### src/hw/rtl/delimited_sentence_position_parser_macros.svh
// Assertion shorthands shared by the parser blocks.
// Both sample on the rising edge of clk and are disabled while rst is high.
`ifndef DELIMITED_SENTENCE_POSITION_PARSER_MACROS_SVH
`define DELIMITED_SENTENCE_POSITION_PARSER_MACROS_SVH

// Same-cycle implication.
`define DSPP_ASSERT_NOW(label, ante, cons, msg) \
  label: assert property (@(posedge clk) disable iff (rst) (ante) |-> (cons)) \
    else $error(msg);

// Next-cycle implication.
`define DSPP_ASSERT_NEXT(label, ante, cons, msg) \
  label: assert property (@(posedge clk) disable iff (rst) (ante) |=> (cons)) \
    else $error(msg);

`endif

### src/hw/rtl/dspp_pkg.sv
`default_nettype none

package dspp_pkg;

  // Default sizing
  localparam int DSPP_FRAME_BYTES      = 74;
  localparam int DSPP_FRACTION_DIGITS  = 6;
  localparam int DSPP_VALUE_BITS       = 48;

  // Fraction digit count and scale exponent (fraction digits never exceed 7)
  localparam int FRAC_CNT_W = 3;
  // Width of the largest power of ten used for scaling (10^7)
  localparam int POW_W      = 24;

  // One beat from the parser to the value path
  typedef struct packed {
    logic                  open;     // frame opened: reload working values
    logic                  close;    // frame closed: commit and show result
    logic                  store;    // token value goes to a slot
    logic [1:0]            slot;     // 0 latitude, 1 longitude, 2 altitude
    logic                  neg;      // value sign
    logic [FRAC_CNT_W-1:0] nshift;   // missing fraction digits to scale in
    logic [2:0]            written;  // slots assigned in this frame
    logic [1:0]            mode;     // mode after the frame
  } dspp_event_t;

  // 10^n for the scale step
  function automatic logic [POW_W-1:0] pow10(input logic [FRAC_CNT_W-1:0] n);
    logic [POW_W-1:0] p;
    case (n)
      3'd0:    p = 24'd1;
      3'd1:    p = 24'd10;
      3'd2:    p = 24'd100;
      3'd3:    p = 24'd1000;
      3'd4:    p = 24'd10000;
      3'd5:    p = 24'd100000;
      3'd6:    p = 24'd1000000;
      3'd7:    p = 24'd10000000;
      default: p = 24'd1;
    endcase
    return p;
  endfunction

endpackage

`default_nettype wire

### src/hw/rtl/dspp_parser.sv
`default_nettype none
`include "delimited_sentence_position_parser_macros.svh"

module dspp_parser
  import dspp_pkg::*;
#(
  parameter int FRAME_BYTES     = DSPP_FRAME_BYTES,
  parameter int FRACTION_DIGITS = DSPP_FRACTION_DIGITS,
  parameter int VALUE_BITS      = DSPP_VALUE_BITS
) (
  input  wire logic                  clk,
  input  wire logic                  rst,
  input  wire logic                  en,
  input  wire logic                  take,
  input  wire logic [7:0]            rx_byte,
  output dspp_event_t                ev,
  output logic      [VALUE_BITS-1:0] ev_mag
);

  localparam int KW = $clog2(FRAME_BYTES);
  localparam logic [KW-1:0] KEEP_MAX = KW'(FRAME_BYTES - 1);
  localparam logic [FRAC_CNT_W-1:0] FRAC_N = FRAC_CNT_W'(FRACTION_DIGITS);
  localparam logic [VALUE_BITS-1:0] LIM = {1'b1, {(VALUE_BITS-1){1'b0}}};

  // Characters
  localparam logic [7:0] CH_NUL   = 8'h00;
  localparam logic [7:0] CH_TAB   = 8'h09;
  localparam logic [7:0] CH_CR    = 8'h0D;
  localparam logic [7:0] CH_SPACE = 8'h20;
  localparam logic [7:0] CH_DOLLAR = 8'h24;
  localparam logic [7:0] CH_PLUS  = 8'h2B;
  localparam logic [7:0] CH_COMMA = 8'h2C;
  localparam logic [7:0] CH_MINUS = 8'h2D;
  localparam logic [7:0] CH_DOT   = 8'h2E;
  localparam logic [7:0] CH_ZERO  = 8'h30;
  localparam logic [7:0] CH_EIGHT = 8'h38;
  localparam logic [7:0] CH_NINE  = 8'h39;
  localparam logic [7:0] CH_OPEN  = 8'h3C;
  localparam logic [7:0] CH_CLOSE = 8'h3E;
  localparam logic [7:0] CH_A     = 8'h41;
  localparam logic [7:0] CH_O     = 8'h4F;

  // Header match progress
  localparam logic [3:0] HDR_PREFIX = 4'd5;
  localparam logic [3:0] HDR_MODE1  = 4'd6;
  localparam logic [3:0] HDR_MODE2  = 4'd7;
  localparam logic [3:0] HDR_FAIL   = 4'd15;

  // Number scan phases
  localparam logic [2:0] PH_LEAD = 3'd0;
  localparam logic [2:0] PH_SIGN = 3'd1;
  localparam logic [2:0] PH_INT  = 3'd2;
  localparam logic [2:0] PH_FRAC = 3'd3;
  localparam logic [2:0] PH_DONE = 3'd4;

  // Sentence modes
  localparam logic [1:0] MODE_NONE  = 2'd0;
  localparam logic [1:0] MODE_POS   = 2'd1;
  localparam logic [1:0] MODE_OTHER = 2'd2;

  function automatic logic [7:0] hdr_char(input logic [2:0] idx);
    logic [7:0] ch;
    case (idx)
      3'd0:    ch = CH_DOLLAR;
      3'd1:    ch = CH_O;
      3'd2:    ch = CH_A;
      default: ch = CH_ZERO;
    endcase
    return ch;
  endfunction

  logic                  in_valid_q;
  logic [7:0]            byte_q;
  logic                  in_frame, in_frame_next;
  logic [KW-1:0]         kept, kept_next;
  logic                  text_ended, text_ended_next;
  logic [5:0]            token_number, token_number_next;
  logic                  token_nonempty, token_nonempty_next;
  logic [3:0]            header_progress, header_progress_next;
  logic [2:0]            number_phase, number_phase_next;
  logic                  number_negative, number_negative_next;
  logic [VALUE_BITS-1:0] acc, acc_next;
  logic [FRAC_CNT_W-1:0] frac_cnt, frac_cnt_next;
  logic [1:0]            working_mode, working_mode_next;
  logic [1:0]            committed_mode, committed_mode_next;
  logic [2:0]            pending_written, pending_written_next;
  dspp_event_t           ev_next;

  logic                  tok_done, tok_feed, closing, take_int;
  logic                  is_digit, is_space;
  logic [3:0]            dig;
  logic [VALUE_BITS+3:0] ext, mac_full;
  logic [VALUE_BITS-1:0] mac;

  // Decode the held byte and form the saturating multiply-add
  always_comb begin
    is_digit = (byte_q >= CH_ZERO) && (byte_q <= CH_NINE);
    is_space = (byte_q == CH_SPACE) || ((byte_q >= CH_TAB) && (byte_q <= CH_CR));
    dig      = 4'(byte_q - CH_ZERO);
    ext      = {4'b0000, acc};
    mac_full = (ext << 3) + (ext << 1) + {{VALUE_BITS{1'b0}}, dig};
    mac      = (mac_full > {4'b0000, LIM}) ? LIM : mac_full[VALUE_BITS-1:0];
  end

  // Next state for one byte
  always_comb begin
    in_frame_next        = in_frame;
    kept_next            = kept;
    text_ended_next      = text_ended;
    token_number_next    = token_number;
    token_nonempty_next  = token_nonempty;
    header_progress_next = header_progress;
    number_phase_next    = number_phase;
    number_negative_next = number_negative;
    acc_next             = acc;
    frac_cnt_next        = frac_cnt;
    working_mode_next    = working_mode;
    committed_mode_next  = committed_mode;
    pending_written_next = pending_written;
    ev_next              = '0;
    tok_done             = 1'b0;
    tok_feed             = 1'b0;
    closing              = 1'b0;
    take_int             = 1'b0;

    // Frame framing and byte keeping
    if (in_valid_q) begin
      if (!in_frame) begin
        if (byte_q == CH_OPEN) begin
          in_frame_next        = 1'b1;
          kept_next            = '0;
          text_ended_next      = 1'b0;
          token_number_next    = '0;
          token_nonempty_next  = 1'b0;
          header_progress_next = '0;
          number_phase_next    = PH_LEAD;
          number_negative_next = 1'b0;
          acc_next             = '0;
          frac_cnt_next        = '0;
          working_mode_next    = committed_mode;
          pending_written_next = '0;
          ev_next.open         = 1'b1;
        end
      end else if (byte_q != CH_CLOSE) begin
        if (kept < KEEP_MAX) begin
          kept_next = kept + 1'b1;
          if (!text_ended) begin
            if (byte_q == CH_NUL) begin
              tok_done        = 1'b1;
              text_ended_next = 1'b1;
            end else if (byte_q == CH_COMMA) begin
              tok_done = 1'b1;
            end else begin
              tok_feed = 1'b1;
            end
          end
        end
      end else begin
        tok_done = 1'b1;
        closing  = 1'b1;
      end
    end

    // Feed one character into the current token
    if (tok_feed) begin
      token_nonempty_next = 1'b1;
      if (header_progress < HDR_PREFIX) begin
        header_progress_next = (byte_q == hdr_char(header_progress[2:0])) ?
                               header_progress + 1'b1 : HDR_FAIL;
      end else if (header_progress == HDR_PREFIX) begin
        header_progress_next = (byte_q == CH_EIGHT) ? HDR_MODE1 :
                               (byte_q == CH_NINE)  ? HDR_MODE2 : HDR_FAIL;
      end else begin
        header_progress_next = HDR_FAIL;
      end

      case (number_phase)
        PH_LEAD: begin
          if (is_space) begin
            number_phase_next = PH_LEAD;
          end else if ((byte_q == CH_PLUS) || (byte_q == CH_MINUS)) begin
            number_negative_next = (byte_q == CH_MINUS);
            number_phase_next    = PH_SIGN;
          end else begin
            take_int = 1'b1;
          end
        end
        PH_SIGN, PH_INT: begin
          take_int = 1'b1;
        end
        PH_FRAC: begin
          if (is_digit) begin
            if (frac_cnt < FRAC_N) begin
              acc_next      = mac;
              frac_cnt_next = frac_cnt + 1'b1;
            end
          end else begin
            number_phase_next = PH_DONE;
          end
        end
        default: begin
          number_phase_next = number_phase;
        end
      endcase

      if (take_int) begin
        if (is_digit) begin
          acc_next          = mac;
          number_phase_next = PH_INT;
        end else if (byte_q == CH_DOT) begin
          number_phase_next = PH_FRAC;
        end else begin
          number_phase_next = PH_DONE;
        end
      end
    end

    // Finish a nonempty token: mode select, slot store, advance count
    if (tok_done && token_nonempty) begin
      if (header_progress == HDR_MODE1) begin
        working_mode_next = MODE_POS;
      end else if (header_progress == HDR_MODE2) begin
        working_mode_next = MODE_OTHER;
      end
      if (working_mode_next == MODE_POS) begin
        if ((token_number >= 6'd1) && (token_number <= 6'd3)) begin
          ev_next.store        = 1'b1;
          ev_next.slot         = 2'(token_number - 6'd1);
          ev_next.neg          = number_negative;
          ev_next.nshift       = FRAC_N - frac_cnt;
          pending_written_next = pending_written | (3'b001 << ev_next.slot);
        end else if (token_number == 6'd4) begin
          working_mode_next = MODE_NONE;
        end
      end
      if (token_number != 6'd63) begin
        token_number_next = token_number + 1'b1;
      end
      token_nonempty_next  = 1'b0;
      header_progress_next = '0;
      number_phase_next    = PH_LEAD;
      number_negative_next = 1'b0;
      acc_next             = '0;
      frac_cnt_next        = '0;
    end

    // Close the frame
    if (closing) begin
      in_frame_next       = 1'b0;
      kept_next           = '0;
      text_ended_next     = 1'b0;
      token_number_next   = '0;
      committed_mode_next = working_mode_next;
      ev_next.close       = 1'b1;
      ev_next.written     = pending_written_next;
      ev_next.mode        = working_mode_next;
    end
  end

  // Hold the input beat and the parse state; advance when the path moves
  always_ff @(posedge clk) begin
    if (rst) begin
      in_valid_q      <= 1'b0;
      in_frame        <= 1'b0;
      kept            <= '0;
      text_ended      <= 1'b0;
      token_number    <= '0;
      token_nonempty  <= 1'b0;
      header_progress <= '0;
      number_phase    <= PH_LEAD;
      number_negative <= 1'b0;
      acc             <= '0;
      frac_cnt        <= '0;
      working_mode    <= MODE_NONE;
      committed_mode  <= MODE_NONE;
      pending_written <= '0;
      ev              <= '0;
    end else if (en) begin
      in_valid_q      <= take;
      in_frame        <= in_frame_next;
      kept            <= kept_next;
      text_ended      <= text_ended_next;
      token_number    <= token_number_next;
      token_nonempty  <= token_nonempty_next;
      header_progress <= header_progress_next;
      number_phase    <= number_phase_next;
      number_negative <= number_negative_next;
      acc             <= acc_next;
      frac_cnt        <= frac_cnt_next;
      working_mode    <= working_mode_next;
      committed_mode  <= committed_mode_next;
      pending_written <= pending_written_next;
      ev              <= ev_next;
    end
  end

  // Payload registers
  always_ff @(posedge clk) begin
    if (take) begin
      byte_q <= rx_byte;
    end
    if (en) begin
      ev_mag <= acc;
    end
  end

  `DSPP_ASSERT_NOW(a_text_in_frame, text_ended, in_frame, "text end flag outside a frame")
  `DSPP_ASSERT_NOW(a_kept_bound, 1'b1, kept <= KEEP_MAX, "kept byte count past frame size")
  `DSPP_ASSERT_NOW(a_open_alone, ev.open, !ev.store && !ev.close, "open beat mixed with others")

endmodule

`default_nettype wire

### src/hw/rtl/dspp_scale.sv
`default_nettype none

module dspp_scale
  import dspp_pkg::*;
#(
  parameter int VALUE_BITS = DSPP_VALUE_BITS
) (
  input  wire logic                               clk,
  input  wire logic                               rst,
  input  wire logic                               en,
  input  wire dspp_event_t                        ev,
  input  wire logic [VALUE_BITS-1:0]              ev_mag,
  output dspp_event_t                             ctl,
  output logic [(VALUE_BITS+1)/2+POW_W-1:0]       lo,
  output logic [VALUE_BITS-(VALUE_BITS+1)/2+POW_W-1:0] hi
);

  localparam int HALF = (VALUE_BITS + 1) / 2;
  localparam int LO_W = HALF + POW_W;
  localparam int HI_W = VALUE_BITS - HALF + POW_W;

  logic [POW_W-1:0] p;

  // Pick the power of ten for the missing fraction digits
  assign p = pow10(ev.nshift);

  // Hold the control beat
  always_ff @(posedge clk) begin
    if (rst) begin
      ctl <= '0;
    end else if (en) begin
      ctl <= ev;
    end
  end

  // Form the two partial products of magnitude times 10^n
  always_ff @(posedge clk) begin
    if (en) begin
      lo <= LO_W'(ev_mag[HALF-1:0]) * LO_W'(p);
      hi <= HI_W'(ev_mag[VALUE_BITS-1:HALF]) * HI_W'(p);
    end
  end

endmodule

`default_nettype wire

### src/hw/rtl/dspp_store.sv
`default_nettype none
`include "delimited_sentence_position_parser_macros.svh"

module dspp_store
  import dspp_pkg::*;
#(
  parameter int VALUE_BITS = DSPP_VALUE_BITS
) (
  input  wire logic                                    clk,
  input  wire logic                                    rst,
  input  wire logic                                    en,
  input  wire dspp_event_t                             ctl,
  input  wire logic [(VALUE_BITS+1)/2+POW_W-1:0]       lo,
  input  wire logic [VALUE_BITS-(VALUE_BITS+1)/2+POW_W-1:0] hi,
  output logic                                         hold,
  output logic                                         out_valid,
  input  wire logic                                    out_stall,
  output logic signed [VALUE_BITS-1:0]                 latitude,
  output logic signed [VALUE_BITS-1:0]                 longitude,
  output logic signed [VALUE_BITS-1:0]                 altitude,
  output logic                                         latitude_written,
  output logic                                         longitude_written,
  output logic                                         altitude_written,
  output logic [1:0]                                   sentence_mode
);

  localparam int HALF  = (VALUE_BITS + 1) / 2;
  localparam int SUM_W = VALUE_BITS + POW_W;
  localparam int RES_W = 3 * VALUE_BITS + 5;
  localparam logic [VALUE_BITS-1:0] LIM    = {1'b1, {(VALUE_BITS-1){1'b0}}};
  localparam logic [VALUE_BITS-1:0] MAXPOS = {1'b0, {(VALUE_BITS-1){1'b1}}};

  logic [SUM_W-1:0]      sum;
  logic [VALUE_BITS-1:0] mag;
  logic [VALUE_BITS-1:0] value;
  logic [VALUE_BITS-1:0] pending   [3];
  logic [VALUE_BITS-1:0] committed [3];
  logic [VALUE_BITS-1:0] pend_new  [3];
  logic [RES_W-1:0]      res_new;
  logic [RES_W-1:0]      res_out;
  logic [RES_W-1:0]      res_skid;
  logic                  skid_valid;
  logic                  out_free;

  // Join partial products, saturate, apply sign
  always_comb begin
    sum   = (SUM_W'(hi) << HALF) + SUM_W'(lo);
    mag   = (sum > SUM_W'(LIM)) ? LIM : sum[VALUE_BITS-1:0];
    value = ctl.neg ? (~mag + 1'b1) : (mag[VALUE_BITS-1] ? MAXPOS : mag);
    for (int i = 0; i < 3; i++) begin
      pend_new[i] = (ctl.store && (ctl.slot == 2'(i))) ? value : pending[i];
    end
    res_new = {pend_new[0], pend_new[1], pend_new[2], ctl.written, ctl.mode};
  end

  // Working and committed values
  always_ff @(posedge clk) begin
    if (rst) begin
      for (int i = 0; i < 3; i++) begin
        pending[i]   <= '0;
        committed[i] <= '0;
      end
    end else if (en) begin
      for (int i = 0; i < 3; i++) begin
        if (ctl.open) begin
          pending[i] <= committed[i];
        end else begin
          pending[i] <= pend_new[i];
        end
        if (ctl.close) begin
          committed[i] <= pend_new[i];
        end
      end
    end
  end

  // Output slot frees when empty or taken; a result that finds it busy
  // waits in the spare register, and the path holds while that is full
  assign out_free = !out_valid || !out_stall;
  assign hold     = skid_valid;

  always_ff @(posedge clk) begin
    if (rst) begin
      out_valid  <= 1'b0;
      skid_valid <= 1'b0;
    end else if (out_free) begin
      out_valid  <= skid_valid || (en && ctl.close);
      skid_valid <= 1'b0;
    end else if (en && ctl.close) begin
      skid_valid <= 1'b1;
    end
  end

  // Load the shown result, oldest first
  always_ff @(posedge clk) begin
    if (out_free) begin
      if (skid_valid) begin
        res_out <= res_skid;
      end else if (en && ctl.close) begin
        res_out <= res_new;
      end
    end else if (en && ctl.close) begin
      res_skid <= res_new;
    end
  end

  assign latitude          = res_out[RES_W-1 -: VALUE_BITS];
  assign longitude         = res_out[RES_W-1-VALUE_BITS -: VALUE_BITS];
  assign altitude          = res_out[RES_W-1-2*VALUE_BITS -: VALUE_BITS];
  assign altitude_written  = res_out[4];
  assign longitude_written = res_out[3];
  assign latitude_written  = res_out[2];
  assign sentence_mode     = res_out[1:0];

  `DSPP_ASSERT_NEXT(a_close_shows, en && ctl.close, out_valid, "frame close lost its beat")
  `DSPP_ASSERT_NEXT(a_pos_store, en && ctl.store && !ctl.neg, !pending[$past(ctl.slot)][VALUE_BITS-1], "positive value stored negative")
  `DSPP_ASSERT_NOW(a_skid_behind, skid_valid, out_valid, "waiting result with nothing shown")

endmodule

`default_nettype wire

### src/hw/rtl/delimited_sentence_position_parser.sv
// Delimited sentence position parser.
// Input channel: in_valid / in_stall carry one received byte (rx_byte) per beat.
// Output channel: out_valid / out_stall carry one result per frame closed by '>':
//   latitude, longitude, altitude (signed millionths), their written flags and
//   sentence_mode after the frame.
// Throughput: one byte per cycle while in_stall is low. The byte is
//   registered, parsed by one step of a multiply-by-ten and compare, scaled
//   by a split constant multiply, then saturated and stored.
// Path: once the '>' beat is accepted, the result passes the held byte, the
//   parser event, the scale registers and then the output register when free.
// Stall: a result held by out_stall does not stop the path; a second result
//   waits in a spare register, and only then does the whole path hold and
//   in_stall rise (in_stall comes straight from that register). A shown
//   result is never dropped or altered.
// Reset: rst (synchronous, active high) clears framing, mode and all stored
//   values to zero and empties the path; no clearing pass is needed.
`default_nettype none

module delimited_sentence_position_parser
  import dspp_pkg::*;
#(
  parameter int FRAME_BYTES     = DSPP_FRAME_BYTES,
  parameter int FRACTION_DIGITS = DSPP_FRACTION_DIGITS,
  parameter int VALUE_BITS      = DSPP_VALUE_BITS
) (
  input  wire logic                         clk,
  input  wire logic                         rst,
  input  wire logic                         in_valid,
  output logic                              in_stall,
  input  wire logic [7:0]                   rx_byte,
  output logic                              out_valid,
  input  wire logic                         out_stall,
  output logic signed [VALUE_BITS-1:0]      latitude,
  output logic signed [VALUE_BITS-1:0]      longitude,
  output logic signed [VALUE_BITS-1:0]      altitude,
  output logic                              latitude_written,
  output logic                              longitude_written,
  output logic                              altitude_written,
  output logic [1:0]                        sentence_mode
);

  localparam int HALF = (VALUE_BITS + 1) / 2;

  logic                              en;
  logic                              hold;
  logic                              take;
  dspp_event_t                       ev;
  dspp_event_t                       ctl;
  logic [VALUE_BITS-1:0]             ev_mag;
  logic [HALF+POW_W-1:0]             lo;
  logic [VALUE_BITS-HALF+POW_W-1:0]  hi;

  // Advance the path unless a second result is waiting
  assign en       = !hold;
  assign in_stall = !en;
  assign take     = in_valid && en;

  dspp_parser #(
    .FRAME_BYTES     (FRAME_BYTES),
    .FRACTION_DIGITS (FRACTION_DIGITS),
    .VALUE_BITS      (VALUE_BITS)
  ) u_parser (
    .clk     (clk),
    .rst     (rst),
    .en      (en),
    .take    (take),
    .rx_byte (rx_byte),
    .ev      (ev),
    .ev_mag  (ev_mag)
  );

  dspp_scale #(
    .VALUE_BITS (VALUE_BITS)
  ) u_scale (
    .clk    (clk),
    .rst    (rst),
    .en     (en),
    .ev     (ev),
    .ev_mag (ev_mag),
    .ctl    (ctl),
    .lo     (lo),
    .hi     (hi)
  );

  dspp_store #(
    .VALUE_BITS (VALUE_BITS)
  ) u_store (
    .clk               (clk),
    .rst               (rst),
    .en                (en),
    .ctl               (ctl),
    .lo                (lo),
    .hi                (hi),
    .hold              (hold),
    .out_valid         (out_valid),
    .out_stall         (out_stall),
    .latitude          (latitude),
    .longitude         (longitude),
    .altitude          (altitude),
    .latitude_written  (latitude_written),
    .longitude_written (longitude_written),
    .altitude_written  (altitude_written),
    .sentence_mode     (sentence_mode)
  );

endmodule

`default_nettype wire
### config.mk
export PLATFORM = sky130hd
export DESIGN_NAME = delimited_sentence_position_parser
export DESIGN_NICKNAME = d
export VERILOG_FILES = /design/src/hw/rtl/dspp_pkg.sv /design/src/hw/rtl/dspp_parser.sv /design/src/hw/rtl/dspp_scale.sv /design/src/hw/rtl/dspp_store.sv /design/src/hw/rtl/delimited_sentence_position_parser.sv
export VERILOG_INCLUDE_DIRS = /design/src /design/src/hw/rtl
export SDC_FILE = /design/constraint.sdc
export NUM_CORES = 2
export LEC_CHECK = 0
export ABC_AREA = 1
export ABC_CLOCK_PERIOD_IN_PS = 25400
export BUFFER_PORTS_ARGS = -buffer_cell sky130_fd_sc_hd__buf_4
export CAP_MARGIN = 30
export CORE_MARGIN = 2
export CORE_UTILIZATION = 47
export CTS_CLUSTER_SIZE = 8
export DETAILED_ROUTE_END_ITERATION = 10
export GPL_TIMING_DRIVEN = 0
export PLACE_DENSITY = 0.66
export SLEW_MARGIN = 20
export SYNTH_ARGS = -nofsm -noshare
export SYNTH_HDL_FRONTEND = slang
export SYNTH_SLANG_ARGS = --single-unit
### constraint.sdc
create_clock -name clk -period 25.4 [get_ports clk]
set_input_delay 1.27 -clock clk [delete_from_list [all_inputs] [get_ports clk]]
set_output_delay 1.27 -clock clk [all_outputs]
set_load 0.005 [all_outputs]
# [Word-level counts from Yosys, hierarchy flattened]
# Memory sizes are Yosys's and may differ from the RTL's. A register that Yosys moved wholly into a read port is not among the register bits.
# Cells that the tools add are included.
[word_totals] regBits=560 ramBits=288 mem_bits_ro=168 output_inout_bits=151 n_memories=3
[op_classes] addsub=11 mul=2 n_lt_le_gt_ge=11 n_eq_ne=27 shift=1 muxes=157 bitwise=13 reduce_logical=34
[mem_list] memory="(name not given)" words=8 width=21 read_ports=1 rd_ports_with_merged_regs=1 write_ports=0 line_no="dspp_pkg.sv:30" text="case (n)"
[mem_list] memory="u_store.committed" words=3 width=48 read_ports=3 rd_ports_with_merged_regs=0 write_ports=3 line_no="dspp_store.sv:37" text="logic [VALUE_BITS-1:0] committed [3];"
[mem_list] memory="u_store.pending" words=3 width=48 read_ports=3 rd_ports_with_merged_regs=0 write_ports=3 line_no="dspp_store.sv:36" text="logic [VALUE_BITS-1:0] pending [3];"
[ops] operator="2-to-1 mux 48 bit" count=25
[ops] operator="2-to-1 mux 149 bit" count=2
[ops] operator="multiplier 24 x 24 -> 48 bit" count=2
[ops] operator="2-to-1 mux 3 bit" count=27
[ops] operator="adder 72 x 48 -> 72 bit" count=1
[ops] operator="> comparator 72 x 48 -> 1 bit, second input constant" count=1
[ops] operator="== test 8 x 6 -> 1 bit, second input constant" count=8
[ops] operator="2-to-1 mux 7 bit" count=9
[ops] operator="2-to-1 mux 1 bit" count=61
[ops] operator="adder 51 x 49 -> 52 bit" count=1
[ops] operator="adder 52 x 4 -> 52 bit" count=1
[ops] operator="> comparator 52 x 48 -> 1 bit, second input constant" count=1
[ops] operator="adder 48 x 1 -> 48 bit, second input constant" count=1
[ops] operator="inverter 48 bit" count=1
[ops] operator="2-to-1 mux 47 bit" count=1
[ops] operator="2-to-1 mux 4 bit" count=10
[ops] operator="2-to-1 mux 6 bit" count=6
[ops] operator="case mux 7 bit (3 select lines)" count=1
[ops] operator="2-to-1 mux 2 bit" count=10
[ops] operator="2-to-1 mux 8 bit" count=2
[ops] operator="== test 4 x 3 -> 1 bit, second input constant" count=3
[ops] operator="inequality test 6 bit, second input constant" count=2
[ops] operator="AND reduction 2 bit" count=5
[ops] operator="== test 3 x 2 -> 1 bit, second input constant" count=3
[ops] operator="41 further kinds" count=72

# [Depth between registers and ports, before layout]
[depth] depth_word=15 depth_mapped=39

# [Cells and area by module]
# From an unflattened synthesis, not the netlist that was laid out.
[hier_totals] hier_cells=10594 area_unflattened_um2=83169.8
[modules_own_cells] mod="dspp_scale" n_inst=1 cells_each=4891 area_per_inst_um2=39092.5 seq_area_each_um2=3163.0
[modules_own_cells] mod="dspp_store" n_inst=1 cells_each=3566 area_per_inst_um2=30850.8 seq_area_each_um2=17636.9
[modules_own_cells] mod="dspp_parser" n_inst=1 cells_each=2134 area_per_inst_um2=13212.7 seq_area_each_um2=3623.5
[modules_own_cells] mod="delimited_sentence_position_parser" n_inst=1 cells_each=3 area_per_inst_um2=13.8 seq_area_each_um2=0.0

# [Least setup slack after synthesis]
# No wires, ideal clock.
[synth_timing] path_type="register to register" startpoint="reg u_store.skid_valid (netlist: u_store.hold)" endpoint="reg u_store.res_out[0] (enable)" arrival_time_ns=8.474 required_time_ns=24.693 setup_slack_ns=16.219 stages_incl_launch_ff=6 path_buffers=3 synth_period_minus_slack_ns=9.181 path_cell_list="dfxtp_1 clkbuf_1 clkbuf_1 clkbuf_1 nor2_1 a21oi_1"
[synth_between] elab_chain_len=4
[synth_rtl] element="from (decl)" line_no="dspp_store.sv:42" text="logic skid_valid;"
[synth_rtl] element="from (signal assigned)" line_no="dspp_store.sv:85" text="skid_valid <= 1'b0;"
[synth_rtl] element="from (signal assigned)" line_no="dspp_store.sv:88" text="skid_valid <= 1'b0;"
[synth_rtl] element="from (signal assigned)" line_no="dspp_store.sv:90" text="skid_valid <= 1'b1;"
[synth_rtl] element="zero test 1 bit" line_no="delimited_sentence_position_parser.sv:54" text="assign en = !hold;"
[synth_rtl] element="logical AND 1 bit" line_no="dspp_store.sv:99" text="end else if (en && ctl.close) begin"
[synth_rtl] element="nonzero test 2 bit (no line) *"
[synth_rtl] element="AND reduction 2 bit (no line) *"
[synth_rtl] element="to (signal assigned)" line_no="dspp_store.sv:98" text="res_out <= res_skid;"
[synth_rtl] element="to (signal assigned)" line_no="dspp_store.sv:100" text="res_out <= res_new;"
[synth_rtl] element="to (decl)" line_no="dspp_store.sv:40" text="logic [RES_W-1:0] res_out;"
# Mark *: on every way between the ends. The rest lies on a longest branch, timed or not.
# A chain may end at the register's enable or synchronous reset.

# [Worst setup path after layout]
[layout_timing] startpoint="reg u_scale.p[13] (netlist name)" endpoint="reg u_scale.hi[46], data pin"
[layout_between] elab_chain_len=1
[layout_rtl] element="multiplier 24 x 24 -> 48 bit" line_no="dspp_scale.sv:40" text="hi <= HI_W'(ev_mag[VALUE_BITS-1:HALF]) * HI_W'(p);"
[layout_rtl] element="to (signal assigned)" line_no="dspp_scale.sv:40"
[layout_rtl] element="to (decl)" line_no="dspp_scale.sv:15" text="output logic [VALUE_BITS-(VALUE_BITS+1)/2+POW_W-1:0] hi"
# No other way between the ends.

==> flow_summary_export.csv <==
group,metric,value,unit
status,status,"completed",
cts,ctsHoldBuffers,0,
grt,grt_max_degree,97,
floorplan,pin_count,163,
worst_hold_path,hp-class,"reg2reg",
finish,final_nets,11360,
place,place_area,84620,µm²
timing,fin_tns_setup,0,ns
timing,rsz0062_at_grt,"no",
pwr,total_power,3.031,mW
finish,finalNonFillerCells,12220,
pwr,leakage,48.41,nW
route,wl,270700,µm
timing,min_period_over_period,0.3486,
setup_path,start_kind,"flop",
route,vias_per_cell,5.359,
logic_synthesis,yosys_warnings,0,
route,dr.pass1.iters,7,
grt,grt-ovfl-total,0,
cts,cts-root-buf,"clkbuf_16",
logic_synthesis,ys_types,65,
logic_synthesis,synth-seq-area-share,0.3088,
logic_synthesis,synth_area,79930,µm²
cts,cts_resized,0,
setup_path,arrival,9.34,ns
finish,area_delta_synth_final,10.06,%
grt,grt.total_usage,0.3117,
setup_path,cp_top_family,"adder cells",
cts,cts_setup_buffers,0,
logic_synthesis,synth_ff_type,"edfxtp_1",
setup_path,critPathSlowestCell,"clkbuf_1",
cts,cts_tree,"built",
place,dpl.cell_count,12060,
setup_path,reg2reg_to,"u_scale.hi[46]",
cts,cts_max_level,3,
logic_synthesis,yosysTopAreaCell,"edfxtp_1",
timing,hold_viol_final,0,
cts,clkSinkCount,864,
timing,max_freq,0.1129,GHz
timing,final_max_slew_viol_count,0,
timing,worst_pin_slew,1.096,ns
logic_synthesis,synth_cells,9648,
pwr,ir_worst_vdd,0.00006775,V
flow_run,maxCapViolCount,0,
setup_path,endpoint,"u_scale.hi[46]",
floorplan,fp.dieH,416.4,µm
setup_path,worst_r2r_startpoint,"u_scale.p[13]",
place,port_buffers,162,
setup_path,rr_worst_depth,30,
cts,cts_buffers,119,
logic_synthesis,synth_edf_count,738,
cts,clk-insertion-delay-late,0.77,ns
setup_path,cp.required,25.89,ns
setup_path,path_class,"reg2reg",
setup_path,crit_fanout,10,
route,postRouteAntennaNets,0,
finish,utilization,0.5203,
finish,drive_above_1_share,0.06060,
timing,finalSetupViolCount,0,
floorplan,dieWidth,416.4,µm
timing,min_period,8.855,ns
logic_synthesis,synthTopCellsByArea,"edfxtp_1, fa_1, nand2_1, inv_1, ha_1",
grt,grt_pass1_wl,402400,µm
logic_synthesis,synth_top_area_frac,0.2773,
timing,clock_skew,0.07021,ns
logic_synthesis,synth-seq-cells,864,
setup_path,max_stage_delay,0.60,ns
place,gp_congestion,1.075,
route,drt_iter0_drc,6616,
floorplan,initial_core_util,0.4727,
setup_path,crit_buf_inv,9,
route,drc_errors,0,
logic_synthesis,mappedNetlistNets,11050,
grt,antenna_found_initial,3,
logic_synthesis,synthArstFlopShare,0,
place,dp_hpwl,221000,µm
cts,path_clk_slew,0.07,ns
setup_path,startpoint,"u_scale.p[13]",
route,post_drt_wl_per_cell,22.16,µm
route,detailroute.via_count,65490,
grt,grt_pass1_vias,64360,
finish,design_area,87970,µm²
setup_path,end_kind,"flop",
timing,max_slew_margin,0.2645,
floorplan,num_rows,151,
cts,clockBufferDepth,3,
floorplan,die_area,173400,µm²
pwr,power_density,34.45,nW/µm²
floorplan,core,169100,µm²
setup_path,reg2reg_slack,16.55,ns
setup_path,crit_cells,30,
logic_synthesis,syn_avg_cell_area,8.285,µm²
==> layer usage <==
layer	track usage	wire (µm)
met2	0.4882	121100
met3	0.07304	26780
met5	0	0
met4	0.1393	13680
met1	0.4119	109200
==> report_power, final <==
group          internal [mW]  switching [mW]
combinational        0.00582          0.0231
clock                  0.850           0.617
sequential              1.53         0.00325
total                   2.39           0.644
==> worst min path at each step <==
stage               slack (ns)  cells past startpoint             endpoint      startpoint
floorplan                 0.41                      0  u_store.res_skid[0]  u_scale.ctl[0]
global placement          0.41                      0  u_store.res_skid[0]  u_scale.ctl[0]
detailed placement        0.42                      0  u_store.res_skid[1]  u_scale.ctl[1]
CTS                       0.43                      0  u_store.res_skid[3]  u_scale.ctl[3]
global route              0.44                      0  u_store.res_skid[3]  u_scale.ctl[3]
finish                    0.43                      0  u_store.res_skid[1]  u_scale.ctl[1]
==> worst reg2reg max path, delay by kind of cell (launching register included) <==
| family | cells | cell delay, ns |
|---|---|---|
| compound gates | 10 | 2.25 |
| simple gates | 2 | 0.44 |
| xor+xnor | 1 | 0.11 |
| buf+inv | 9 | 1.51 |
| flops | 1 | 0.36 |
| fa+ha+maj | 8 | 3.95 |
==> registers in the layout, indices dropped and copies added, names as in the netlist, 7 cells and up <==
| signal | flops |
|---|---|
| u_store.res_skid | 149 |
| u_scale.hi | 48 |
| u_parser.ev_mag | 48 |
| u_scale.p | 16 |
| u_scale.ctl | 11 |
| u_store.pending | 144 |
| u_parser.acc | 48 |
| u_store.res_out | 149 |
| u_store.committed | 144 |
| u_parser.kept | 7 |
| u_parser.byte_q | 8 |
| u_parser.ev | 14 |
| u_scale.lo | 48 |
==> synth_stat cells (50+ instances only) <==
cell type  number
nand2_1      2557
inv_1        2247
fa_1          829
edfxtp_1      738
ha_1          556
nor2_1        477
nand3_1       384
clkbuf_1      314
o21ai_0       256
a21oi_1       254
o21ai_1       127
dfxtp_1       126
xor2_1         95
or2_2          90
nand4_1        71
nor3_1         50
==> stage by stage <==
step | setup slack [ns] | hold WS, ns
2_1_floorplan | 16.22 | 0.4082
3_3_place_gp | 11.87 | 0.4090
3_5_place_dp | 16.70 | 0.4203
4_1_cts | 16.72 | 0.4317
5_1_grt | 16.13 | 0.4378
6_report | 16.55 | 0.4294
==> placed cells by master, fill, tap and decap left out, drive strengths merged, types with 4 or more instances in the layout <==
master	instances
nand2	2593
inv	2272
fa	829
edfxtp	738
ha	556
nor2	501
clkbuf	458
nand3	408
o21ai	402
a21oi	258
buf	251
dfxtp	126
xor2	96
or2	94
nand4	73
nor3	57
xnor2	43
a31oi	40
o22ai	29
o21a	24
o31ai	20
o21bai	19
o211ai	16
o41ai	12
clkinv	12
nor4	11
a21boi	11
a21o	10
nand3b	7
nor3b	6
o221ai	6
and3	4
==> kinds of logic after synthesis <==
| group | Yosys count | share of synthesized area |
|---|---|---|
| simple gates | 3758 | 0.1947 |
| buf+inv | 2642 | 0.1256 |
| fa+ha+maj | 1385 | 0.2947 |
| flops | 864 | 0.3088 |
| compound gates | 860 | 0.06088 |
| xor+xnor | 139 | 0.01533 |
==> cell type report <==
class,instances,area (µm²)
buffer,367,1515
inverter,2275,8539
tap,2218,2775
sequential,864,24680
fill,15880,81120
clock inverter,10,236.5
multi-input combinational,6142,45250
timing repair buffer,198,1884
clock buffer,144,3082
antenna,2,5.005
No activity file was read; power rests on OpenSTA's default activity.
